$ cat src/hrc_pkg.sv
// hrc_pkg: shared types and codes for the histogram range colorizer.
// No dependencies; used by every file in src.
package hrc_pkg;

   localparam int CNT_W    = 11;   // iteration count field width
   localparam int PIX_W    = 18;   // pixel index field width
   localparam int SUM_W    = 19;   // histogram entry and total width
   localparam int CHAN_W   = 8;    // one color channel
   localparam int COLOR_W  = 24;
   localparam int START_W  = 16;   // one range start bound
   localparam int SLOTS    = 4;    // range start/total slots
   localparam int CSR_IW   = 3;
   localparam int CSR_DW   = 64;

   localparam logic [SUM_W-1:0] SUM_SAT = {SUM_W{1'b1}};

   // commands
   localparam logic [1:0] CMD_CLEAR  = 2'd0;
   localparam logic [1:0] CMD_LOAD   = 2'd1;
   localparam logic [1:0] CMD_TOTALS = 2'd2;
   localparam logic [1:0] CMD_DRAW   = 2'd3;

   // register indexes
   localparam logic [CSR_IW-1:0] CSR_RANGE_COUNT  = 3'd0;
   localparam logic [CSR_IW-1:0] CSR_RANGE_STARTS = 3'd1;
   localparam logic [CSR_IW-1:0] CSR_RANGE_TOP    = 3'd2;
   localparam logic [CSR_IW-1:0] CSR_COLOR_ZERO   = 3'd3;
   localparam logic [CSR_IW-1:0] CSR_COLOR_ONE    = 3'd4;
   localparam logic [CSR_IW-1:0] CSR_COLOR_TWO    = 3'd5;
   localparam logic [CSR_IW-1:0] CSR_COLOR_THREE  = 3'd6;
   localparam logic [CSR_IW-1:0] CSR_COLOR_FOUR   = 3'd7;

   typedef struct packed {
      logic [1:0]       command;
      logic [PIX_W-1:0] pixel_index;
      logic [CNT_W-1:0] iteration_count;
   } req_word_type;

   typedef struct packed {
      logic [PIX_W-1:0]  pixel_position;
      logic [CHAN_W-1:0] red;
      logic [CHAN_W-1:0] green;
      logic [CHAN_W-1:0] blue;
   } rsp_word_type;

   // one channel blend job
   typedef struct packed {
      logic [CHAN_W-1:0] s;
      logic [CHAN_W-1:0] e;
      logic [SUM_W-1:0]  sum;
      logic [SUM_W-1:0]  total;
   } blend_req_type;

endpackage

$ cat src/hrc_blend.sv
// hrc_blend: one color channel, floor((s*(T-sum) + e*sum) / T), sum clamped to T.
// Depends on hrc_pkg. A multiply state, then eight restoring divide steps.
module hrc_blend (
   input  logic                        clock,
   input  logic                        reset,
   input  logic                        start,
   input  hrc_pkg::blend_req_type      job,
   output logic                        done,
   output logic [hrc_pkg::CHAN_W-1:0]  value
);

   localparam int NUM_W = hrc_pkg::CHAN_W + hrc_pkg::SUM_W;

   localparam logic [1:0] BL_IDLE = 2'd0;
   localparam logic [1:0] BL_MUL  = 2'd1;
   localparam logic [1:0] BL_DIV  = 2'd2;

   logic [1:0]                  state_ff, state_in;
   hrc_pkg::blend_req_type      job_ff, job_in;
   logic [NUM_W-1:0]            rem_ff, rem_in;
   logic [2:0]                  bit_ff, bit_in;
   logic [hrc_pkg::CHAN_W-1:0]  q_ff, q_in;
   logic                        done_ff, done_in;

   logic [hrc_pkg::SUM_W-1:0]   sum_c;
   logic [NUM_W-1:0]            trial;

   always_comb begin
      sum_c = (job_ff.sum > job_ff.total) ? job_ff.total : job_ff.sum;
      trial = NUM_W'(job_ff.total) << bit_ff;
   end

   always_comb begin
      state_in = state_ff;
      job_in   = job_ff;
      rem_in   = rem_ff;
      bit_in   = bit_ff;
      q_in     = q_ff;
      done_in  = 1'b0;
      case (state_ff)
         BL_IDLE: begin
            if (start) begin
               job_in   = job;
               state_in = BL_MUL;
            end
         end
         BL_MUL: begin
            // zero total keeps the start color
            if (job_ff.total == '0) begin
               q_in     = job_ff.s;
               done_in  = 1'b1;
               state_in = BL_IDLE;
            end else begin
               rem_in   = NUM_W'(job_ff.s * (job_ff.total - sum_c))
                        + NUM_W'(job_ff.e * sum_c);
               bit_in   = 3'd7;
               q_in     = '0;
               state_in = BL_DIV;
            end
         end
         BL_DIV: begin
            if (rem_ff >= trial) begin
               rem_in       = rem_ff - trial;
               q_in[bit_ff] = 1'b1;
            end
            if (bit_ff == 3'd0) begin
               done_in  = 1'b1;
               state_in = BL_IDLE;
            end else begin
               bit_in = bit_ff - 3'd1;
            end
         end
         default: state_in = BL_IDLE;
      endcase
   end

   always_ff @(posedge clock) begin
      if (reset) begin
         state_ff <= BL_IDLE;
         done_ff  <= 1'b0;
      end else begin
         state_ff <= state_in;
         done_ff  <= done_in;
      end
      job_ff <= job_in;
      rem_ff <= rem_in;
      bit_ff <= bit_in;
      q_ff   <= q_in;
   end

   assign done  = done_ff;
   assign value = q_ff;

endmodule

$ cat config.mk
export PLATFORM = sky130hd
export DESIGN_NAME = hrc_blend
export DESIGN_NICKNAME = d
export VERILOG_FILES = /design/src/hrc_pkg.sv /design/src/hrc_blend.sv
export SDC_FILE = /design/constraint.sdc
export NUM_CORES = 1
export LEC_CHECK = 0
export BUFFER_PORTS_ARGS = -buffer_cell sky130_fd_sc_hd__buf_4
export CAP_MARGIN = 30
export CORE_UTILIZATION = 60
export CTS_CLUSTER_SIZE = 25
export DETAILED_ROUTE_END_ITERATION = 8
export GPL_TIMING_DRIVEN = 0
export PLACE_DENSITY = 0.81
export SLEW_MARGIN = 5
export SYNTH_ARGS = -nofsm -noshare
export SYNTH_HDL_FRONTEND = slang
export SYNTH_SLANG_ARGS = --single-unit
$ cat constraint.sdc
create_clock -name clock -period 12.46 [get_ports clock]
set_clock_uncertainty 0.2 [all_clocks]
set_input_delay 0.623 -clock clock [delete_from_list [all_inputs] [get_ports clock]]
set_output_delay 0.623 -clock clock [all_outputs]
set_load 0.05 [all_outputs]
### After elaboration in Yosys (flattened, before gate mapping)

Cells that the tools add are included.

| cells by class | value |
|---|---|
| $add $sub $neg | 4 |
| multipliers | 2 |
| div/mod/pow operators | 0 |
| order comparisons | 4 |
| equal/unequal tests | 7 |
| shift-type cells | 1 |
| mux-type cells | 19 |
| bitwise gates (word level) | 1 |
| reduce and logical (&&, ||, !) cells | 10 |

Operators by type and width:

| cell | count |
|---|---|
| $mux 27 | 2 |
| $pmux 27 s2 | 1 |
| $add 27x27->27 | 1 |
| $ge 27x27->1 | 1 |
| $mul 8x19->27 | 1 |
| $mul 9x20->27 | 1 |
| $shl 19x3->27 | 1 |
| $sub 27x27->27 | 1 |
| $sub 19x19->20 | 1 |
| $gt 19x19->1 | 1 |
| $logic_not 19->1 | 1 |
| $mux 19 | 1 |
| $mux 8 | 2 |
| $pmux 8 s2 | 1 |
| $ne 2x2->1 const B | 5 |
| $or 8x8->8 | 1 |
| $mux 2 | 3 |
| $mux 3 | 2 |
| $pmux 2 s3 | 1 |
| $pmux 3 s2 | 1 |
| $reduce_and 2->1 | 3 |
| $reduce_and 3->1 | 2 |
| $lt 3x4->1 const B | 1 |
| $demux 1 s3 | 1 |
| 10 further kinds | 12 |

| word-level totals | value |
|---|---|
| bits in registers | 95 |
| bits in latches | 0 |
| memory bits (writable) | 0 |
| bits in read-only memories | 0 |
| input bits | 57 |
| output and inout bits | 9 |
| logic and storage cells | 57 |
| memories | 0 |

### Logic depth before layout (Yosys ltp)

Gate-level depths: netlist of run 1.

| logic depth | value |
|---|---|
| depth in word-level cells | 7 |
| depth in mapped cells | 45 |
| mapped depth without buffers | 42 |

### Worst setup path after synthesis of run 1

No wires, ideal clock.

| timing path | value |
|---|---|
| path type | register -> register |
| from | register job_ff[13] in the netlist's numbering |
| to | register rem_ff[26] (data pin) |
| setup time | 0.274 ns |
| data arrival time | 9.963 ns |
| required time | 11.986 ns |
| path slack | 2.023 ns |
| stages on the path, launching flop included | 41 |
| clock period less this slack | 10.437 ns |
| cell sequence | edfxtp_1 -> inv_1 -> ha_1 -> and3_1 -> nand3_1 -> or3_1 -> or4_1 -> o21ai_2 -> buf_8 -> buf_12 -> mux2i_4 -> inv_1 -> ha_1 -> fa_1 -> nor2b_1 -> o21ai_0 -> a21boi_1 -> o211ai_1 -> [5 not listed] -> fa_1 -> fa_1 -> fa_1 -> fa_1 -> inv_1 -> fa_1 -> inv_1 -> fa_1 -> inv_1 -> ha_1 -> o211ai_1 -> a21oi_1 -> o41ai_2 -> a211oi_1 -> a2111oi_0 -> xnor2_1 -> xnor2_1 -> mux2i_1 |

| on the way | value |
|---|---|
| word-level cells in the longest chain between the ends | 7 |
| elaborated cells between the ends (all ways) | 11 |
| those cells by class | add/sub: 3; mul: 2; order compare: 1; shift: 1; mux: 4 |

Ends and longest elaborated chain:

| item | RTL line | source |
|---|---|---|
| start, declared | hrc_blend.sv:19 | `hrc_pkg::blend_req_type job_ff, job_in;` |
| start signal, assigned | hrc_blend.sv:85 | `job_ff <= job_in;` |
| $gt 19x19->1 | hrc_blend.sv:29 | `sum_c = (job_ff.sum > job_ff.total) ? job_ff.total : job_ff.sum;` |
| $mux 19 | hrc_blend.sv:29 |  |
| $sub 19x19->20 | hrc_blend.sv:54 | `rem_in = NUM_W'(job_ff.s * (job_ff.total - sum_c))` |
| $mul 9x20->27 | hrc_blend.sv:54 |  |
| $add 27x27->27 | hrc_blend.sv:55 | `+ NUM_W'(job_ff.e * sum_c);` |
| $mux 27 | hrc_blend.sv:49 | `if (job_ff.total == '0) begin` |
| $pmux 27 s2 (*) | hrc_blend.sv:40 | `case (state_ff)` |
| named net rem_in[26] | hrc_blend.sv:20 | `logic [NUM_W-1:0] rem_ff, rem_in;` |
| end signal, assigned | hrc_blend.sv:86 | `rem_ff <= rem_in;` |
| end, declared | hrc_blend.sv:20 |  |

The timed path passes the listed nets; every way through them passes the cells marked *. The select of a mux whose other input is x is not followed.
A chain may end at the register's enable or synchronous reset.

### Worst setup path after layout of run 1

| timing path | value |
|---|---|
| from | register job_ff[14] in the netlist's numbering |
| to | register rem_ff[26] (data pin) |

Same word-level chain as after synthesis.

==> results.py, run 1 <==
metrics = {
    "outcome": {
        "status": "finished clean",
    },
    "yosys": {
        "syn_nets": 2408,
        "synth_top_area_cell": "fa_1",
        "synthCells": 1929,
        "syn_area_per_cell_um2": 9.33,
        "synth_seq_cells": 95,
        "yosys_warnings": 0,
        "synth_flop_cell": "edfxtp_1",
        "yosysTopAreaCellShare_pct": 30.3,
        "ys_types": 74,
        "synth-edff-count": 92,
        "synth_area_leaders": "fa_1 (30%), edfxtp_1 (15%), ha_1 (10%)",
        "ys_seq_area_share_pct": 15.7,
        "async_flop_share_pct": 0,
        "netlist_area_um2": 18000,
    },
    "die": {
        "ios": 66,
        "die_h_um": 175,
        "core_area_um2": 29600,
        "design.die.area_um2": 30700,
        "initial_core_util_pct": 60.9,
        "rows": 63,
        "die_w_um": 175,
    },
    "clock_tree": {
        "cts_max_level": 3,
        "cts_tree": "yes",
        "root_buffer": "clkbuf_16",
        "cts_buffer_depth": 2,
        "clock_sinks": 95,
        "path_clk_slew_ns": 0.10,
        "cts_buffers": 9,
        "clk_latency_ns": 0.40,
    },
    "layout": {
        "layout.nets": 2498,
        "fillCellCount": 2367,
        "final_area_um2": 19400,
        "area_delta_synth_final_pct": 8.07,
        "multiInputGateArea_um2": 13500,
        "utilization_pct": 65.8,
        "final-seq-area_um2": 2820,
        "drive_gt1_share_pct": 7.11,
        "n_antenna_cell": 0,
    },
    "critical_path": {
        "slowest_delay_ns": 0.77,
        "worst_setup_path_start_kind": "flop",
        "cp_num_buf_inv": 7,
        "cp-end-kind": "flop",
        "arrival_ns": 12.03,
        "cp_common_cell": "fa_1",
        "required_ns": 12.35,
        "crit_slowest_cell": "mux2i_1",
        "path_delay_family": "adder cells",
        "worst-path-max-fanout": 9,
        "crit_type": "flop to flop",
    },
    "global_routing": {
        "met1_usage_pct": 42.4,
        "grt_overflow_total": 0,
        "use_met2_pct": 57.1,
        "track_usage_pct": 34.4,
        "antenna_found_initial": 1,
        "grt_pass1_vias": 15100,
        "grt_max_degree": 55,
        "gr-usage-met3_pct": 7.79,
        "top_usage_layer": "met2",
        "grt_pass1_wl_um": 79900,
    },
    "drt": {
        "num_vias": 14400,
        "wl_per_cell_um": 21.0,
        "drcViolationCount": 0,
        "drtIter0Drc": 1218,
        "routed_wl_um": 50700,
        "drtAntennaViolNets": 0,
        "first_pass_iters": 5,
        "via_per_inst": 5.98,
    },
    "sta": {
        "finalSetupViolCount": 0,
        "timing.fmax_mhz": 82.4,
        "slew_headroom_pct": 23.3,
        "slew_violations": 0,
        "fin_crit_ns": 12.14,
        "fin_setup_tns_ns": 0,
        "fin_crit_sh_pct": 97.4,
        "tightest_slew_ns": 1.12,
        "hold_viol_final": 0,
        "whs_ns": 0.195,
    },
    "placement": {
        "gp_congestion": 0.960,
        "placed_area_um2": 19000,
        "port_buffers": 65,
        "dp_hpwl_um": 41200,
    },
    "worst_hold_path": {
        "hold_path.class": "input port to flop",
    },
    "flow_run": {
        "drv_cap": 0,
    },
}
[placed cells by master, fill, tap and decap left out, types with 24 or more instances in the layout]
cell,count
a21oi_1,82
and2_1,79
and3_1,24
buf_4,76
clkbuf_1,46
edfxtp_1,92
fa_1,272
ha_1,150
inv_1,389
mux2i_1,36
nand2_1,146
nand2b_1,65
nand3_1,29
nor2_1,53
nor2b_1,87
o21ai_0,63
xnor2_1,36
[layer usage]
metal	up-vias	routed length, µm
met5	-	13
met3	159	5110
met4	2	2520
met2	824	23900
li1	6410	-
met1	7039	19100
[final timing paths]
kind / from / end / slack [ns] / cells past startpoint
max: job_ff[14] / rem_ff[26] / 0.32 / 37
min: job[20] / job_ff[20] / 0.20 / 1
max reg2reg: job_ff[14] / rem_ff[26] / 0.32 / 37
min reg2reg: state_ff[0] / state_ff[0] / 0.37 / 2
[metrics by stage]
step / instances / setup WS (ns)
after floorplan: 1929 / 2.02
after global placement: 2384 / -0.373
after detailed placement: 2391 / -0.113
after CTS: 2407 / 0.0853
after global routing: 2414 / -0.0724
final: 2414 / 0.322
[synthesized netlist by cell type, types with 4 or more instances]
cell type / instances
a211o_1: 5
a211oi_1: 6
a21boi_0: 4
a21o_1: 22
a21oi_1: 82
a221oi_1: 4
a31oi_1: 12
and2_1: 80
and2b_1: 11
and2b_2: 7
and3_1: 24
buf_1: 7
clkbuf_1: 46
edfxtp_1: 92
fa_1: 272
ha_1: 150
inv_1: 389
mux2i_1: 37
mux2i_4: 7
mux4_2: 5
nand2_1: 146
nand2b_1: 65
nand3_1: 29
nand3b_1: 8
nand4_1: 7
nor2_1: 53
nor2b_1: 87
nor3_1: 20
nor3b_1: 7
nor4_1: 9
o211a_1: 9
o211ai_1: 6
o21a_1: 10
o21ai_0: 63
o21bai_1: 7
o311ai_0: 6
or3_1: 11
or3b_2: 4
xnor2_1: 38
xor2_1: 24
[registers in the layout, indices dropped and copies added (netlist names)]
name and cells:
job_ff 54, rem_ff 27, value 8, bit_ff 3
state_ff 2, done 1
[cells by family after synthesis]
family / share of synthesized area (%)
and+or+nand+nor: 17.4
buffers and inverters: 9.44
adders and majority gates: 40.7
AOI/OAI and AO/OA: 9.76
DFF: 15.7
xor gates and xnor gates: 3.02
muxes: 4.00
[layout make-up]
type                            count  share of cell area (%)
Timing Repair Buffer               79                    3.06
Sequential cell                    95                    14.5
Buffer                             56                    1.23
Tap cell                          390                    2.51
Inverter                          389                    7.51
Clock buffer                        9                    1.16
Clock inverter                      7                   0.373
Multi-Input combinational cell   1389                    69.6
[timing repair]
action                                  in CTS  in global routing
hold buffers                                 0                  0
gates cloned                                 0                  0
pin swaps                                    0                  3
resized for setup                            4                  7
buffers inserted                             0                  5
endpoints found under the setup margin       1                  3
Power of run 1 is not shown: default switching activity piles up to over one toggle a cycle in this logic, so the estimate is an artifact.
==> inputs of run 2 (changes only) <==
--- a/config.mk
+++ b/config.mk
@@ -7,6 +7,7 @@
 export LEC_CHECK = 0
 export BUFFER_PORTS_ARGS = -buffer_cell sky130_fd_sc_hd__buf_4
 export CAP_MARGIN = 30
+export CORE_ASPECT_RATIO = 0.8
 export CORE_UTILIZATION = 60
 export CTS_CLUSTER_SIZE = 25
 export DETAILED_ROUTE_END_ITERATION = 8
==> run 2 against run 1 <==
Compared with the run above:
- flip-flop and latch count is the same
- routed wire length is essentially flat
- hold slack gained 0.016 ns
- global-route usage grew 0.37 points
- maximum frequency grew 1.7%
==> results.py, run 2 (same netlist as run 1, synthesis figures left out) <==
metrics = {
    "outcome": {
        "status": "finished clean",
    },
    "placement": {
        "dp_cells": 2377,
        "gp_congestion": 1.02,
        "port_buffers": 65,
        "dp_hpwl_um": 41800,
        "placed_area_um2": 19100,
    },
    "die": {
        "ios": 66,
        "initial_core_util_pct": 61.1,
        "rows": 56,
        "die_h_um": 157,
        "core_area_um2": 29400,
        "design.die.area_um2": 30700,
        "die_w_um": 196,
    },
    "critical_path": {
        "slowest_delay_ns": 0.64,
        "reg2reg_to": "rem_ff[26]",
        "r2r_setup_slack_ns": 0.53,
        "arrival_ns": 11.83,
        "required_ns": 12.36,
        "worst_setup_path_start_kind": "flop",
        "crit_slowest_cell": "a41oi_1",
        "rr_worst_depth": 40,
        "cp_common_cell": "fa_1",
        "startpoint": "job_ff[14]",
        "cp-end-kind": "flop",
        "crit_type": "flop to flop",
        "worst-path-max-fanout": 10,
        "r2r-start": "job_ff[14]",
    },
    "drt": {
        "num_vias": 14500,
        "drtIter0Drc": 1557,
        "via_per_inst": 6.05,
        "dr_wl_met3_um": 6390,
        "wl_per_cell_um": 21.1,
        "drcViolationCount": 0,
        "first_pass_iters": 6,
        "routed_wl_um": 50700,
        "routedLengthMet1_um": 21200,
        "route.met2.wl_um": 21600,
        "top_layer_used": "met4",
        "drtAntennaViolNets": 0,
    },
    "clock_tree": {
        "path_clk_slew_ns": 0.08,
        "cts_buffers": 9,
        "cts_tree": "yes",
        "clock_sinks": 95,
        "root_buffer": "clkbuf_16",
        "cts_buffer_depth": 2,
        "cts_max_level": 3,
        "clk_latency_ns": 0.38,
    },
    "sta": {
        "hold_viol_final": 0,
        "slew_violations": 0,
        "fin_crit_sh_pct": 95.7,
        "finalSetupViolCount": 0,
        "rsz0062_at_grt": "no",
        "timing.fmax_mhz": 83.8,
        "fin_crit_ns": 11.93,
        "tightest_slew_ns": 1.05,
        "slew_headroom_pct": 28.8,
        "fin_setup_tns_ns": 0,
    },
    "global_routing": {
        "grt_pass1_vias": 14500,
        "grt_overflow_total": 0,
        "track_usage_pct": 34.7,
        "grt_pass1_wl_um": 80300,
        "grt_max_degree": 44,
        "antenna_found_initial": 0,
    },
    "worst_hold_path": {
        "hold_depth": 2,
        "whs_endpoint": "state_ff[1]",
        "min_from": "reset",
        "hold_path.class": "input port to flop",
    },
    "layout": {
        "top_register": "job_ff",
        "n_antenna_cell": 0,
        "drive_gt1_share_pct": 7.26,
        "final_cell_mix": "inv_1 (389), fa_1 (272), ha_1 (150), nand2_1 (146), edfxtp_1 (92)",
        "final_area_um2": 19500,
        "area_delta_synth_final_pct": 8.31,
        "largest_reg_flops": 54,
        "final_common_cell": "inv_1",
        "layout.nets": 2499,
        "fin_cells": 2402,
    },
    "flow_run": {
        "drv_cap": 0,
    },
}
## run 2: area by class of cell
cell class                 instances  area (µm²)
sequential                        95        2820
timing repair buffer              80         637
inverter                         389        1460
multi-input combinational       1389       13500
clock buffer                       9         225
tap                              377         472
clock inverter                     7         103
fill                            2392        9940
buffer                            56         239
## run 2: repair_timing
item                                    4_1_cts  5_1_grt
hold buffers                                  0        0
buffers inserted                              0        7
hold endpoints to repair                      0        0
endpoints found under the setup margin        0        6
resized for setup                             0        8
## run 2: worst max-delay path by stage
stage | endpoint | cells past startpoint
CTS | rem_ff[26] | 40
detailed placement | rem_ff[26] | 38
global route | rem_ff[26] | 43
global placement | rem_ff[26] | 38
floorplan | rem_ff[26] | 40
finish | rem_ff[26] | 40
## run 2: worst max-delay path, delay by kind of cell (launching register included)
kind / cells / cell delay, ns
DFF: 1 / 0.45
AOI/OAI and AO/OA: 9 / 2.53
muxes: 2 / 0.54
adders and majority gates: 9 / 3.97
and+or+nand+nor: 10 / 2.33
xor gates and xnor gates: 3 / 0.79
buffers and inverters: 7 / 0.82
## run 2: routing by layer
metal / GRT usage [%] / vias to the layer above
met2: 51.7 / 861
met3: 8.27 / 106
met4: 12.1 / 0
met5: 0 / -
met1: 49.8 / 7166
li1: - / 6407
## run 2: metrics by stage
stage                     utilization, %  hold slack, ns  setup WS (ns)
final                               66.2           0.211          0.530
after global routing                66.2           0.213          0.105
after CTS                           65.9           0.194          0.127
after detailed placement            64.8           0.331          0.157
after global placement              64.4           0.315          0.309
after floorplan                        -           0.299           2.02
Power of run 2 is left out for the same reason.
